[src/hdl/ps_pkg.sv]
// shared types and microcode codes for the pancake sorter
// no dependencies; imported by ps_sequencer and pancake_sorter_unit

package ps_pkg;

    localparam int DATA_W = 32;
    localparam int OP_W   = 5;
    localparam int COND_W = 4;
    localparam int STEP_W = 5;

    typedef logic signed [DATA_W-1:0] data_t;
    typedef logic [OP_W-1:0]          op_t;
    typedef logic [COND_W-1:0]        cond_t;
    typedef logic [STEP_W-1:0]        step_t;

    // datapath operations
    localparam op_t OP_NONE       = 5'd0;
    localparam op_t OP_LOAD       = 5'd1;
    localparam op_t OP_SETLEN     = 5'd2;
    localparam op_t OP_SCAN_INIT  = 5'd3;
    localparam op_t OP_SCAN_FIRST = 5'd4;
    localparam op_t OP_SCAN_RD    = 5'd5;
    localparam op_t OP_SCAN_CMP   = 5'd6;
    localparam op_t OP_FLIP1_SET  = 5'd7;
    localparam op_t OP_FLIP2_SET  = 5'd8;
    localparam op_t OP_SW_RD_LO   = 5'd9;
    localparam op_t OP_SW_RD_HI   = 5'd10;
    localparam op_t OP_SW_WR_LO   = 5'd11;
    localparam op_t OP_SW_WR_HI   = 5'd12;
    localparam op_t OP_SHRINK     = 5'd13;
    localparam op_t OP_EMIT_INIT  = 5'd14;
    localparam op_t OP_EMIT       = 5'd15;
    localparam op_t OP_DONE       = 5'd16;

    // jump conditions; a step jumps to its target when its condition holds
    localparam cond_t C_NEXT       = 4'd0;
    localparam cond_t C_ALWAYS     = 4'd1;
    localparam cond_t C_NOT_CLOSED = 4'd2;
    localparam cond_t C_LEN_LE1    = 4'd3;
    localparam cond_t C_IDX_LT_LEN = 4'd4;
    localparam cond_t C_MAX_AT_END = 4'd5;
    localparam cond_t C_MAX_ZERO   = 4'd6;
    localparam cond_t C_SWAP_MORE  = 4'd7;
    localparam cond_t C_EMIT_STAY  = 4'd8;

    typedef struct packed {
        op_t   op;
        cond_t cond;
        step_t target;
    } ucode_t;

    // datapath flags seen by the sequencer
    typedef struct packed {
        logic set_closed;
        logic len_le1;
        logic idx_lt_len;
        logic max_at_end;
        logic max_zero;
        logic swap_more;
        logic emit_done;
    } status_t;

endpackage

[src/hdl/ps_sequencer.sv]
// microcode rom, step counter and jump logic for the pancake sorter
// depends on ps_pkg

module ps_sequencer (
    input  logic            clk,
    input  logic            rst_n,
    input  ps_pkg::status_t status,
    output ps_pkg::ucode_t  uword
);
    import ps_pkg::*;

    localparam step_t S_IDLE      = 5'd0;
    localparam step_t S_SETLEN    = 5'd1;
    localparam step_t S_PASS      = 5'd2;
    localparam step_t S_SCAN_INIT = 5'd3;
    localparam step_t S_SCAN_1ST  = 5'd4;
    localparam step_t S_SCAN_RD   = 5'd5;
    localparam step_t S_SCAN_CMP  = 5'd6;
    localparam step_t S_CHECK     = 5'd7;
    localparam step_t S_FLIP1     = 5'd8;
    localparam step_t S_F1_RD_LO  = 5'd9;
    localparam step_t S_F1_RD_HI  = 5'd10;
    localparam step_t S_F1_WR_LO  = 5'd11;
    localparam step_t S_F1_WR_HI  = 5'd12;
    localparam step_t S_FLIP2     = 5'd13;
    localparam step_t S_F2_RD_LO  = 5'd14;
    localparam step_t S_F2_RD_HI  = 5'd15;
    localparam step_t S_F2_WR_LO  = 5'd16;
    localparam step_t S_F2_WR_HI  = 5'd17;
    localparam step_t S_SHRINK    = 5'd18;
    localparam step_t S_EMIT_INIT = 5'd19;
    localparam step_t S_EMIT      = 5'd20;
    localparam step_t S_DONE      = 5'd21;

    function automatic ucode_t rom(input step_t s);
        ucode_t w;
        begin
            unique case (s)
                S_IDLE:      w = '{OP_LOAD,       C_NOT_CLOSED, S_IDLE};
                S_SETLEN:    w = '{OP_SETLEN,     C_NEXT,       S_IDLE};
                S_PASS:      w = '{OP_NONE,       C_LEN_LE1,    S_EMIT_INIT};
                S_SCAN_INIT: w = '{OP_SCAN_INIT,  C_NEXT,       S_IDLE};
                S_SCAN_1ST:  w = '{OP_SCAN_FIRST, C_NEXT,       S_IDLE};
                S_SCAN_RD:   w = '{OP_SCAN_RD,    C_NEXT,       S_IDLE};
                S_SCAN_CMP:  w = '{OP_SCAN_CMP,   C_IDX_LT_LEN, S_SCAN_RD};
                S_CHECK:     w = '{OP_NONE,       C_MAX_AT_END, S_SHRINK};
                S_FLIP1:     w = '{OP_FLIP1_SET,  C_MAX_ZERO,   S_FLIP2};
                S_F1_RD_LO:  w = '{OP_SW_RD_LO,   C_NEXT,       S_IDLE};
                S_F1_RD_HI:  w = '{OP_SW_RD_HI,   C_NEXT,       S_IDLE};
                S_F1_WR_LO:  w = '{OP_SW_WR_LO,   C_NEXT,       S_IDLE};
                S_F1_WR_HI:  w = '{OP_SW_WR_HI,   C_SWAP_MORE,  S_F1_RD_LO};
                S_FLIP2:     w = '{OP_FLIP2_SET,  C_NEXT,       S_IDLE};
                S_F2_RD_LO:  w = '{OP_SW_RD_LO,   C_NEXT,       S_IDLE};
                S_F2_RD_HI:  w = '{OP_SW_RD_HI,   C_NEXT,       S_IDLE};
                S_F2_WR_LO:  w = '{OP_SW_WR_LO,   C_NEXT,       S_IDLE};
                S_F2_WR_HI:  w = '{OP_SW_WR_HI,   C_SWAP_MORE,  S_F2_RD_LO};
                S_SHRINK:    w = '{OP_SHRINK,     C_ALWAYS,     S_PASS};
                S_EMIT_INIT: w = '{OP_EMIT_INIT,  C_NEXT,       S_IDLE};
                S_EMIT:      w = '{OP_EMIT,       C_EMIT_STAY,  S_EMIT};
                S_DONE:      w = '{OP_DONE,       C_ALWAYS,     S_IDLE};
                default:     w = '{OP_NONE,       C_ALWAYS,     S_IDLE};
            endcase
            return w;
        end
    endfunction

    step_t pc_reg;
    step_t pc_next;
    logic  jump;

    assign uword = rom(pc_reg);

    always_comb
    begin
        unique case (uword.cond)
            C_NEXT:       jump = 1'b0;
            C_ALWAYS:     jump = 1'b1;
            C_NOT_CLOSED: jump = !status.set_closed;
            C_LEN_LE1:    jump = status.len_le1;
            C_IDX_LT_LEN: jump = status.idx_lt_len;
            C_MAX_AT_END: jump = status.max_at_end;
            C_MAX_ZERO:   jump = status.max_zero;
            C_SWAP_MORE:  jump = status.swap_more;
            C_EMIT_STAY:  jump = !status.emit_done;
            default:      jump = 1'b1;
        endcase
        pc_next = jump ? uword.target : pc_reg + 1'b1;
    end

    always_ff @(posedge clk or negedge rst_n)
    begin
        if (!rst_n)
        begin
            pc_reg <= S_IDLE;
        end
        else
        begin
            pc_reg <= pc_next;
        end
    end

endmodule

[src/hdl/pancake_sorter_unit.sv]
// pancake sorter top level: value buffer, datapath and output register
// depends on ps_pkg and ps_sequencer
// load: one word per cycle until tlast; sort of n words: n-1 passes, each a max scan of the
// unsorted prefix plus the swaps of each flip (read lo, read hi, write lo, write hi)
// emit: n words at one per cycle while the receiver is ready, after a registered read of word 0
// reset (async, active low) returns to loading with an empty buffer, no clearing pass

module pancake_sorter_unit #(
    parameter int CAPACITY = 64
) (
    input  logic          clk,
    input  logic          rst_n,
    input  logic          s_axis_tvalid,
    output logic          s_axis_tready,
    input  ps_pkg::data_t s_axis_tdata,   // [31:0] element_value
    input  logic          s_axis_tlast,   // end_of_set
    output logic          m_axis_tvalid,
    input  logic          m_axis_tready,
    output ps_pkg::data_t m_axis_tdata,   // [31:0] sorted_value
    output logic          m_axis_tlast    // final_value
);
    import ps_pkg::*;

    localparam int AW = (CAPACITY > 1) ? $clog2(CAPACITY) : 1;
    localparam int CW = $clog2(CAPACITY + 1);

    typedef logic [AW-1:0] addr_t;
    typedef logic [CW-1:0] cnt_t;

    ucode_t  uword;
    status_t status;

    ps_sequencer u_seq (
        .clk    (clk),
        .rst_n  (rst_n),
        .status (status),
        .uword  (uword)
    );

    // value buffer, one write and one registered read per cycle
    data_t mem [CAPACITY];
    data_t rd_data_reg;
    logic  rd_en;
    addr_t rd_addr;
    logic  wr_en;
    addr_t wr_addr;
    data_t wr_data;

    always_ff @(posedge clk)
    begin
        if (wr_en)
        begin
            mem[wr_addr] <= wr_data;
        end
        if (rd_en)
        begin
            rd_data_reg <= mem[rd_addr];
        end
    end

    // control registers
    cnt_t  count_reg, count_next;     // words held
    cnt_t  len_reg, len_next;         // unsorted prefix length
    cnt_t  idx_reg, idx_next;         // scan or emit position
    addr_t maxpos_reg, maxpos_next;   // first maximum of the prefix
    addr_t lo_reg, lo_next;           // flip ends
    addr_t hi_reg, hi_next;
    logic  m_valid_reg, m_valid_next;

    // payload registers
    data_t maxval_reg, maxval_next;
    data_t tmp_reg, tmp_next;
    data_t m_data_reg, m_data_next;
    logic  m_last_reg, m_last_next;

    logic  in_accept;
    logic  out_free;
    cnt_t  idx_inc;
    cnt_t  len_dec;
    logic [AW:0] lo_plus2;

    assign s_axis_tready = (uword.op == OP_LOAD);
    assign in_accept     = s_axis_tvalid && s_axis_tready;
    assign out_free      = !m_valid_reg || m_axis_tready;
    assign idx_inc       = idx_reg + 1'b1;
    assign len_dec       = len_reg - 1'b1;
    assign lo_plus2      = {1'b0, lo_reg} + (AW+1)'(2);

    assign m_axis_tvalid = m_valid_reg;
    assign m_axis_tdata  = m_data_reg;
    assign m_axis_tlast  = m_last_reg;

    // flags for the jump logic
    always_comb
    begin
        status.set_closed = in_accept && s_axis_tlast;
        status.len_le1    = (len_reg <= cnt_t'(1));
        status.idx_lt_len = (idx_inc < len_reg);
        status.max_at_end = (cnt_t'(maxpos_reg) == len_dec);
        status.max_zero   = (maxpos_reg == '0);
        // another swap remains when lo+1 < hi-1
        status.swap_more  = (lo_plus2 < {1'b0, hi_reg});
        status.emit_done  = out_free && (idx_inc == count_reg);
    end

    always_comb
    begin
        count_next   = count_reg;
        len_next     = len_reg;
        idx_next     = idx_reg;
        maxpos_next  = maxpos_reg;
        lo_next      = lo_reg;
        hi_next      = hi_reg;
        maxval_next  = maxval_reg;
        tmp_next     = tmp_reg;
        m_data_next  = m_data_reg;
        m_last_next  = m_last_reg;
        m_valid_next = m_valid_reg;
        rd_en        = 1'b0;
        rd_addr      = '0;
        wr_en        = 1'b0;
        wr_addr      = '0;
        wr_data      = s_axis_tdata;

        // output register drains on its own
        if (m_valid_reg && m_axis_tready)
        begin
            m_valid_next = 1'b0;
        end

        unique case (uword.op)
            OP_LOAD:
            begin
                // a word beyond capacity is dropped, its tlast still closes the set
                if (in_accept && (count_reg < cnt_t'(CAPACITY)))
                begin
                    wr_en      = 1'b1;
                    wr_addr    = count_reg[AW-1:0];
                    count_next = count_reg + 1'b1;
                end
            end
            OP_SETLEN:
            begin
                len_next = count_reg;
            end
            OP_SCAN_INIT:
            begin
                rd_en       = 1'b1;
                rd_addr     = '0;
                idx_next    = cnt_t'(1);
                maxpos_next = '0;
            end
            OP_SCAN_FIRST:
            begin
                maxval_next = rd_data_reg;
            end
            OP_SCAN_RD:
            begin
                rd_en   = 1'b1;
                rd_addr = idx_reg[AW-1:0];
            end
            OP_SCAN_CMP:
            begin
                // strict compare keeps the first maximum
                if (rd_data_reg > maxval_reg)
                begin
                    maxval_next = rd_data_reg;
                    maxpos_next = idx_reg[AW-1:0];
                end
                idx_next = idx_inc;
            end
            OP_FLIP1_SET:
            begin
                lo_next = '0;
                hi_next = maxpos_reg;
            end
            OP_FLIP2_SET:
            begin
                lo_next = '0;
                hi_next = len_dec[AW-1:0];
            end
            OP_SW_RD_LO:
            begin
                rd_en   = 1'b1;
                rd_addr = lo_reg;
            end
            OP_SW_RD_HI:
            begin
                rd_en    = 1'b1;
                rd_addr  = hi_reg;
                tmp_next = rd_data_reg;
            end
            OP_SW_WR_LO:
            begin
                wr_en   = 1'b1;
                wr_addr = lo_reg;
                wr_data = rd_data_reg;
            end
            OP_SW_WR_HI:
            begin
                wr_en   = 1'b1;
                wr_addr = hi_reg;
                wr_data = tmp_reg;
                lo_next = lo_reg + 1'b1;
                hi_next = hi_reg - 1'b1;
            end
            OP_SHRINK:
            begin
                len_next = len_dec;
            end
            OP_EMIT_INIT:
            begin
                rd_en    = 1'b1;
                rd_addr  = '0;
                idx_next = '0;
            end
            OP_EMIT:
            begin
                if (out_free)
                begin
                    m_valid_next = 1'b1;
                    m_data_next  = rd_data_reg;
                    m_last_next  = (idx_inc == count_reg);
                    idx_next     = idx_inc;
                    rd_en        = 1'b1;
                    rd_addr      = idx_inc[AW-1:0];
                end
            end
            OP_DONE:
            begin
                count_next = '0;
                len_next   = '0;
            end
            default:
            begin
            end
        endcase
    end

    always_ff @(posedge clk or negedge rst_n)
    begin
        if (!rst_n)
        begin
            count_reg   <= '0;
            len_reg     <= '0;
            idx_reg     <= '0;
            maxpos_reg  <= '0;
            lo_reg      <= '0;
            hi_reg      <= '0;
            m_valid_reg <= 1'b0;
        end
        else
        begin
            count_reg   <= count_next;
            len_reg     <= len_next;
            idx_reg     <= idx_next;
            maxpos_reg  <= maxpos_next;
            lo_reg      <= lo_next;
            hi_reg      <= hi_next;
            m_valid_reg <= m_valid_next;
        end
    end

    always_ff @(posedge clk)
    begin
        maxval_reg <= maxval_next;
        tmp_reg    <= tmp_next;
        m_data_reg <= m_data_next;
        m_last_reg <= m_last_next;
    end

endmodule

[config.mk]
export PLATFORM = sky130hd
export DESIGN_NAME = pancake_sorter_unit
export DESIGN_NICKNAME = d
export VERILOG_FILES = /design/src/hdl/ps_pkg.sv /design/src/hdl/ps_sequencer.sv /design/src/hdl/pancake_sorter_unit.sv
export SDC_FILE = /design/constraint.sdc
export NUM_CORES = 2
export LEC_CHECK = 0
export BUFFER_PORTS_ARGS = -buffer_cell sky130_fd_sc_hd__buf_2
export CORE_MARGIN = 2
export CORE_UTILIZATION = 60
export DETAILED_ROUTE_END_ITERATION = 10
export PLACE_DENSITY = 0.81
export SYNTH_ARGS = -nofsm -noshare
export SYNTH_HDL_FRONTEND = slang
export SYNTH_SLANG_ARGS = --single-unit
[constraint.sdc]
create_clock -name clk -period 7.32 [get_ports clk]
set_clock_uncertainty 0.15 [all_clocks]
set_input_delay 0 -clock clk [delete_from_list [all_inputs] [get_ports clk]]
set_output_delay 0 -clock clk [all_outputs]
set_load 0.02 [all_outputs]
# Yosys cells after proc, flatten, opt, wreduce, memory -nomap -nowiden
# Memories as Yosys holds them, arrays and structs flattened. A register that Yosys moved wholly into a read port is not among the register bits.
# Cells that the tools add are included.
[totals] register_bits=142 ram_bits=2048 rom_bits=448 inputBits=37 output_inout_bits=35 wordCells=107 memories=2
[op_classes] n_addsub=7 n_lt_le_gt_ge=5 n_eq_ne=28 muxes=27 reduce_logical=26
[mem_list] memory="mem" words=64 width=32 rd=1 rd_clocked_by_memory_dff=1 wr=1 line_no="pancake_sorter_unit.sv:41" rtl="data_t mem [CAPACITY];"
[mem_list] memory="(name not given)" words=32 width=14 rd=1 rd_clocked_by_memory_dff=0 wr=0 line_no="ps_sequencer.sv:38" rtl="unique case (s)"
[ops] cell="$pmux W32 S2" n=2
[ops] cell="$eq A5 B4 Y1 const B" n=8
[ops] cell="$pmux W6 S3" n=2
[ops] cell="$gt A32 B32 Y1" n=1
[ops] cell="$mux W32" n=1
[ops] cell="$pmux W7 S4" n=1
[ops] cell="$pmux W6 S2" n=2
[ops] cell="$pmux W6 S4" n=1
[ops] cell="$pmux W7 S3" n=1
[ops] cell="$eq A5 B3 Y1 const B" n=4
[ops] cell="$mux W6" n=3
[ops] cell="$eq A4 B3 Y1 const B" n=4
[ops] cell="$add A7 B1 Y7 const B" n=2
[ops] cell="$mux W7" n=2
[ops] cell="$pmux W7 S2" n=1
[ops] cell="$eq A5 B2 Y1 const B" n=2
[ops] cell="$reduce_and A2 Y1" n=5
[ops] cell="$eq A4 B2 Y1 const B" n=2
[ops] cell="$pmux W1 S8" n=1
[ops] cell="$reduce_bool A2 Y1" n=4
[ops] cell="$add A6 B2 Y7 const B" n=1
[ops] cell="$eq A6 B7 Y1" n=1
[ops] cell="$eq A7 B7 Y1" n=1
[ops] cell="$le A7 B1 Y1 const B" n=1
[ops] cell="other kinds (24)" n=40

# Longest topological paths before layout
# An unclocked memory read counts as a cell.
[depth] word_depth=8 mapped_depth=20 depth_no_buf=14

# By module
# Synthesis repeated with hierarchy kept, for this count alone.
[hier_totals] cells_unflattened=6439 area_unflattened_um2=91158.7
[modules_own_cells] mod="pancake_sorter_unit" instances=1 cells_each=6341 area_each_um2=90351.7
[modules_own_cells] mod="ps_sequencer" instances=1 cells_each=98 area_each_um2=807.0

# Worst setup path after synthesis
# Ideal clock, no wire load.
[synth_timing] path_kind="register to register" startpoint="register u_seq.pc_reg[0]" endpoint="memory mem[8][0] (netlist name), enable pin" setup_ns=0.421 arrival_time_ns=4.759 setup_slack_ns=1.990 path_stages_with_launch=16 n_path_buf=3 synth_period_minus_slack_ns=5.330 cell_sequence="dfrtp_1 > inv_1 > ha_1 > or2_1 > a311oi_2 > or2_2 > buf_2 > nor2_1 > nand3_1 > nor2_1 > buf_1 > a222oi_1 > nand3_1 > or2_2 > clkbuf_1 > nor2_1"
[synth_via] elab_chain_cells=8
[synth_rtl] item="from (decl)" line_no="ps_sequencer.sv:67" rtl="step_t pc_reg;"
[synth_rtl] item="from (signal assigned)" line_no="ps_sequencer.sv:98" rtl="pc_reg <= pc_next;"
[synth_rtl] item="$mem_v2 Z32 W14 *"
[synth_rtl] item="$eq A5 B1 Y1" line_no="pancake_sorter_unit.sv:82, pancake_sorter_unit.sv:131"
[synth_rtl] item="$logic_and A1 B1 Y1" line_no="pancake_sorter_unit.sv:83" rtl="assign in_accept = s_axis_tvalid && s_axis_tready;"
[synth_rtl] item="$logic_and A1 B1 Y1" line_no="pancake_sorter_unit.sv:135" rtl="if (in_accept && (count_reg < cnt_t'(CAPACITY)))"
[synth_rtl] item="$mux W1" line_no="pancake_sorter_unit.sv:135"
[synth_rtl] item="$pmux W1 S2" line_no="pancake_sorter_unit.sv:131" rtl="unique case (uword.op)"
[synth_rtl] item="$mux W1" line_no="pancake_sorter_unit.sv:51" rtl="if (wr_en)"
[synth_rtl] item="$mux W1 (implied by the code)" line_no="pancake_sorter_unit.sv:53" rtl="mem[wr_addr] <= wr_data;"
[synth_rtl] item="to (decl)" line_no="pancake_sorter_unit.sv:41"
# Every way passes the cells marked *; elsewhere a longest branch is shown, timed or not.

# Worst setup path after layout
[layout_timing] startpoint="register u_seq.pc_reg[0]" endpoint="register rd_data_reg[10] (read register of mem) (data pin)"
[layout_via] elab_chain_cells=4
[layout_rtl] item="$mem_v2 Z32 W14 *"
[layout_rtl] item="$eq A5 B4 Y1, or another cell as far along" line_no="pancake_sorter_unit.sv:131"
[layout_rtl] item="$reduce_or A5 Y1 (no line)"
[layout_rtl] item="$pmux W1 S2" line_no="pancake_sorter_unit.sv:131"
[layout_rtl] item="to (decl)" line_no="pancake_sorter_unit.sv:42" rtl="data_t rd_data_reg;"
# Marked as above.
# A chain may end at the register's enable or synchronous reset.

==> results_dict.tcl <==
set metrics [dict create \
    status "finished with violations" \
    violations "capacitance limit, slew limit" \
    synth_warnings 0 \
    wl_um 252900 \
    mostFrequentLayoutCell "edfxtp_1" \
    grt_use_total_pct 33.83 \
    initial_utilization_pct 60.46 \
    place.gp.congestion 0.9411 \
    setup_viol 0 \
    synth_top_cell_area_share_pct 74.19 \
    fin_crit_sh_pct 89.83 \
    first_pass_iters 9 \
    core_region_area_um2 145700 \
    syn_avg_cell_area_um2 18.93 \
    maxCapViolCount 2 \
    synth_top_family_by_area "multiplexers" \
    cts_buffer_depth 3 \
    synth-xor-area-share_pct 0.3280 \
    yosysSeqAreaShare_pct 75.47 \
    nets 5010 \
    synth_edf_count 2177 \
    clkTransAtPathRegs_ns 0.07 \
    synthFlopType "edfxtp_1" \
    ant_nets 0 \
    cts_tree "done" \
    numClockSinks 2222 \
    hold_viol 0 \
    dpl.hpwl_um 145100 \
    muxShareOfSynthArea_pct 13.17 \
    ys_ff_latch 2222 \
    drt_iter0_drc 9149 \
    rows 140 \
    grt_antenna_before_repair 13 \
    fp.dieArea_um2 149900 \
    synth_compound_area_share_pct 3.658 \
    syn-instance-count 4655 \
    cp.required_ns 7.70 \
    synthArstFlopShare_pct 2.025 \
    cts_root_buf "clkbuf_16" \
    grt_pass1_vias 49430 \
    netlist_area_um2 88120 \
    rsz0062_at_grt "false" \
    synth_nets 4749 \
    path_buf_inv 4 \
    layout_common_cells "edfxtp_1, nand2_1, mux4_2, clkbuf_16, mux2i_1" \
    pin_count 72 \
    place_ws_ns 0.9562 \
    cp_top_family "compound AO/OA/AOI/OAI gates" \
    p_per_area_nw_per_um2 250.8 \
    tightest_slew_ns 1.654 \
    dr_total_vias 49900 \
    synth_area_leaders "edfxtp_1, mux4_2, mux2i_1" \
    die_w_um 387.2 \
    h-tree-depth 4 \
    crit_type "register to register" \
    hp-class "input port to register" \
    layout-drive-gt1-share_pct 21.89 \
    gr-total-overflow 0 \
    synth_cell_type_count 71 \
    finalMaxSlewViolations 35 \
    clk_latency_ns 0.85 \
    via_per_inst 7.116 \
    endpoint_kind "register" \
    crit_fanout 34 \
    setup_ws_ns 0.7445 \
    hold_slack_ns 0.05831 \
    synth-adder-area-share_pct 0.8094 \
    ff2ff_setup_slack_ns 0.74 \
    cts_buffers 203 \
    area_growth_pct 12.22 \
    largest_reg_flops 2048 \
    finalSetupTns_ns 0 \
    cp_slowest_cell "a311oi_1" \
    crit_arrival_ns 6.96 \
    post_cts_buffers 0 \
    cpPeakStageDelay_ns 0.88 \
    slew_headroom_pct -12.04 \
    drc 0 \
    crit_path_start_kind "register" \
    grt_max_degree 98 \
    ir_drop_mv 0.2286 \
    grt_pass1_wl_um 359100 \
    wl_per_cell_um 36.07 \
    port-buffer-count 71 \
    min_period_ns 6.575 \
    yosysTopAreaCell "edfxtp_1" \
    p_leak_nw 32.07 \
    die_h_um 387.2 \
    regMostFlops "mem" \
    synthSimpleGateAreaFrac_pct 4.797 \
    path_cells "inv_1 -> ha_1 -> nor2_1 -> a2111oi_2 -> a221o_1 -> nor2_1 -> a222oi_1 -> buf_12 -> buf_12 -> buf_4 -> mux4_2 -> a22oi_1 -> a21oi_1 -> a311oi_1 -> a221oi_1" \
    fmaxAchievable_ghz 0.1521 \
]
[per-layer routing]
metal	up-vias	GRT usage, %	wire length [um]
li1	19430	-	-
met1	25050	43.85	80490
met2	4572	50.91	115400
met3	845	10.21	38480
met4	8	20.70	18440
met5	-	0	67
[metrics by stage]
stage,std cells,total power (W),cell area [um2],utilization [%]
detailed placement,6598,0.01448,92020,63.14
global route,7007,0.02527,98870,67.84
finish,7012,0.02480,98880,67.85
CTS,7007,0.02480,98870,67.84
floorplan,4655,0.01432,88120,-
global placement,6598,0.01446,92020,63.14
[worst register-to-register path, stage by stage (launching register included)]
cell       delay [ns]
dfrtp_1          0.47
inv_1            0.14
ha_1             0.35
nor2_1           0.07
a2111oi_2        0.45
a221o_1          0.47
nor2_1           0.23
a222oi_1         0.88
buf_12           0.23
buf_12           0.30
buf_4            0.43
mux4_2           0.66
a22oi_1          0.28
a21oi_1          0.20
a311oi_1         0.88
a221oi_1         0.10
[layout make-up]
type / count / area, um2
flip-flops and latches: 2222 / 66500
repair buffers: 303 / 2452
well taps: 1917 / 2399
clock buffers: 251 / 5375
clock inverters: 128 / 1154
multi-input cells: 2125 / 20760
diodes: 5 / 12.51
inverters: 61 / 229.0
fillers: 8501 / 46860
[synthesized netlist by cell type, types with 61 or more instances]
library cell / n
nor3_1: 71
mux2i_1: 204
mux4_2: 422
nand3_1: 166
buf_2: 68
a22oi_1: 75
clkbuf_1: 96
o21ai_0: 73
inv_1: 61
edfxtp_1: 2177
nor2_1: 151
nand2_1: 456
[repair_timing]
action,CTS,global route
hold endpoints to repair,1420,0
resized for setup,0,0
hold buffers,30,0
[power by group]
| group | internal, W | total, W | leakage [nW] | switching (W) |
|---|---|---|---|---|
| logic | 0.0000332 | 0.000292 | 8.64 | 0.000259 |
| clock network | 0.00591 | 0.0106 | 3.20 | 0.00465 |
| registers | 0.0139 | 0.0139 | 20.2 | 0.0000000000000000000191 |
| total | 0.0199 | 0.0248 | 32.1 | 0.00491 |
[cells by family after synthesis]
kind of cell / Yosys count
adders and majority gates: 57
xor gates and xnor gates: 33
muxes: 631
buffers and inverters: 308
DFF: 2222
AOI/OAI and AO/OA: 448
and+or+nand+nor: 956
[final timing paths]
kind,from,end,cells after the start
setup / recovery,u_seq.pc_reg[0],rd_data_reg[10],15
hold / removal,s_axis_tdata[31],mem[27][31],4
setup reg to reg,u_seq.pc_reg[0],rd_data_reg[10],15
hold reg to reg,idx_reg[6],idx_reg[6],2
max in group asynchronous,rst_n,count_reg[4],4
min in group asynchronous,rst_n,u_seq.pc_reg[3],4
(Power assumes the default switching activity.)
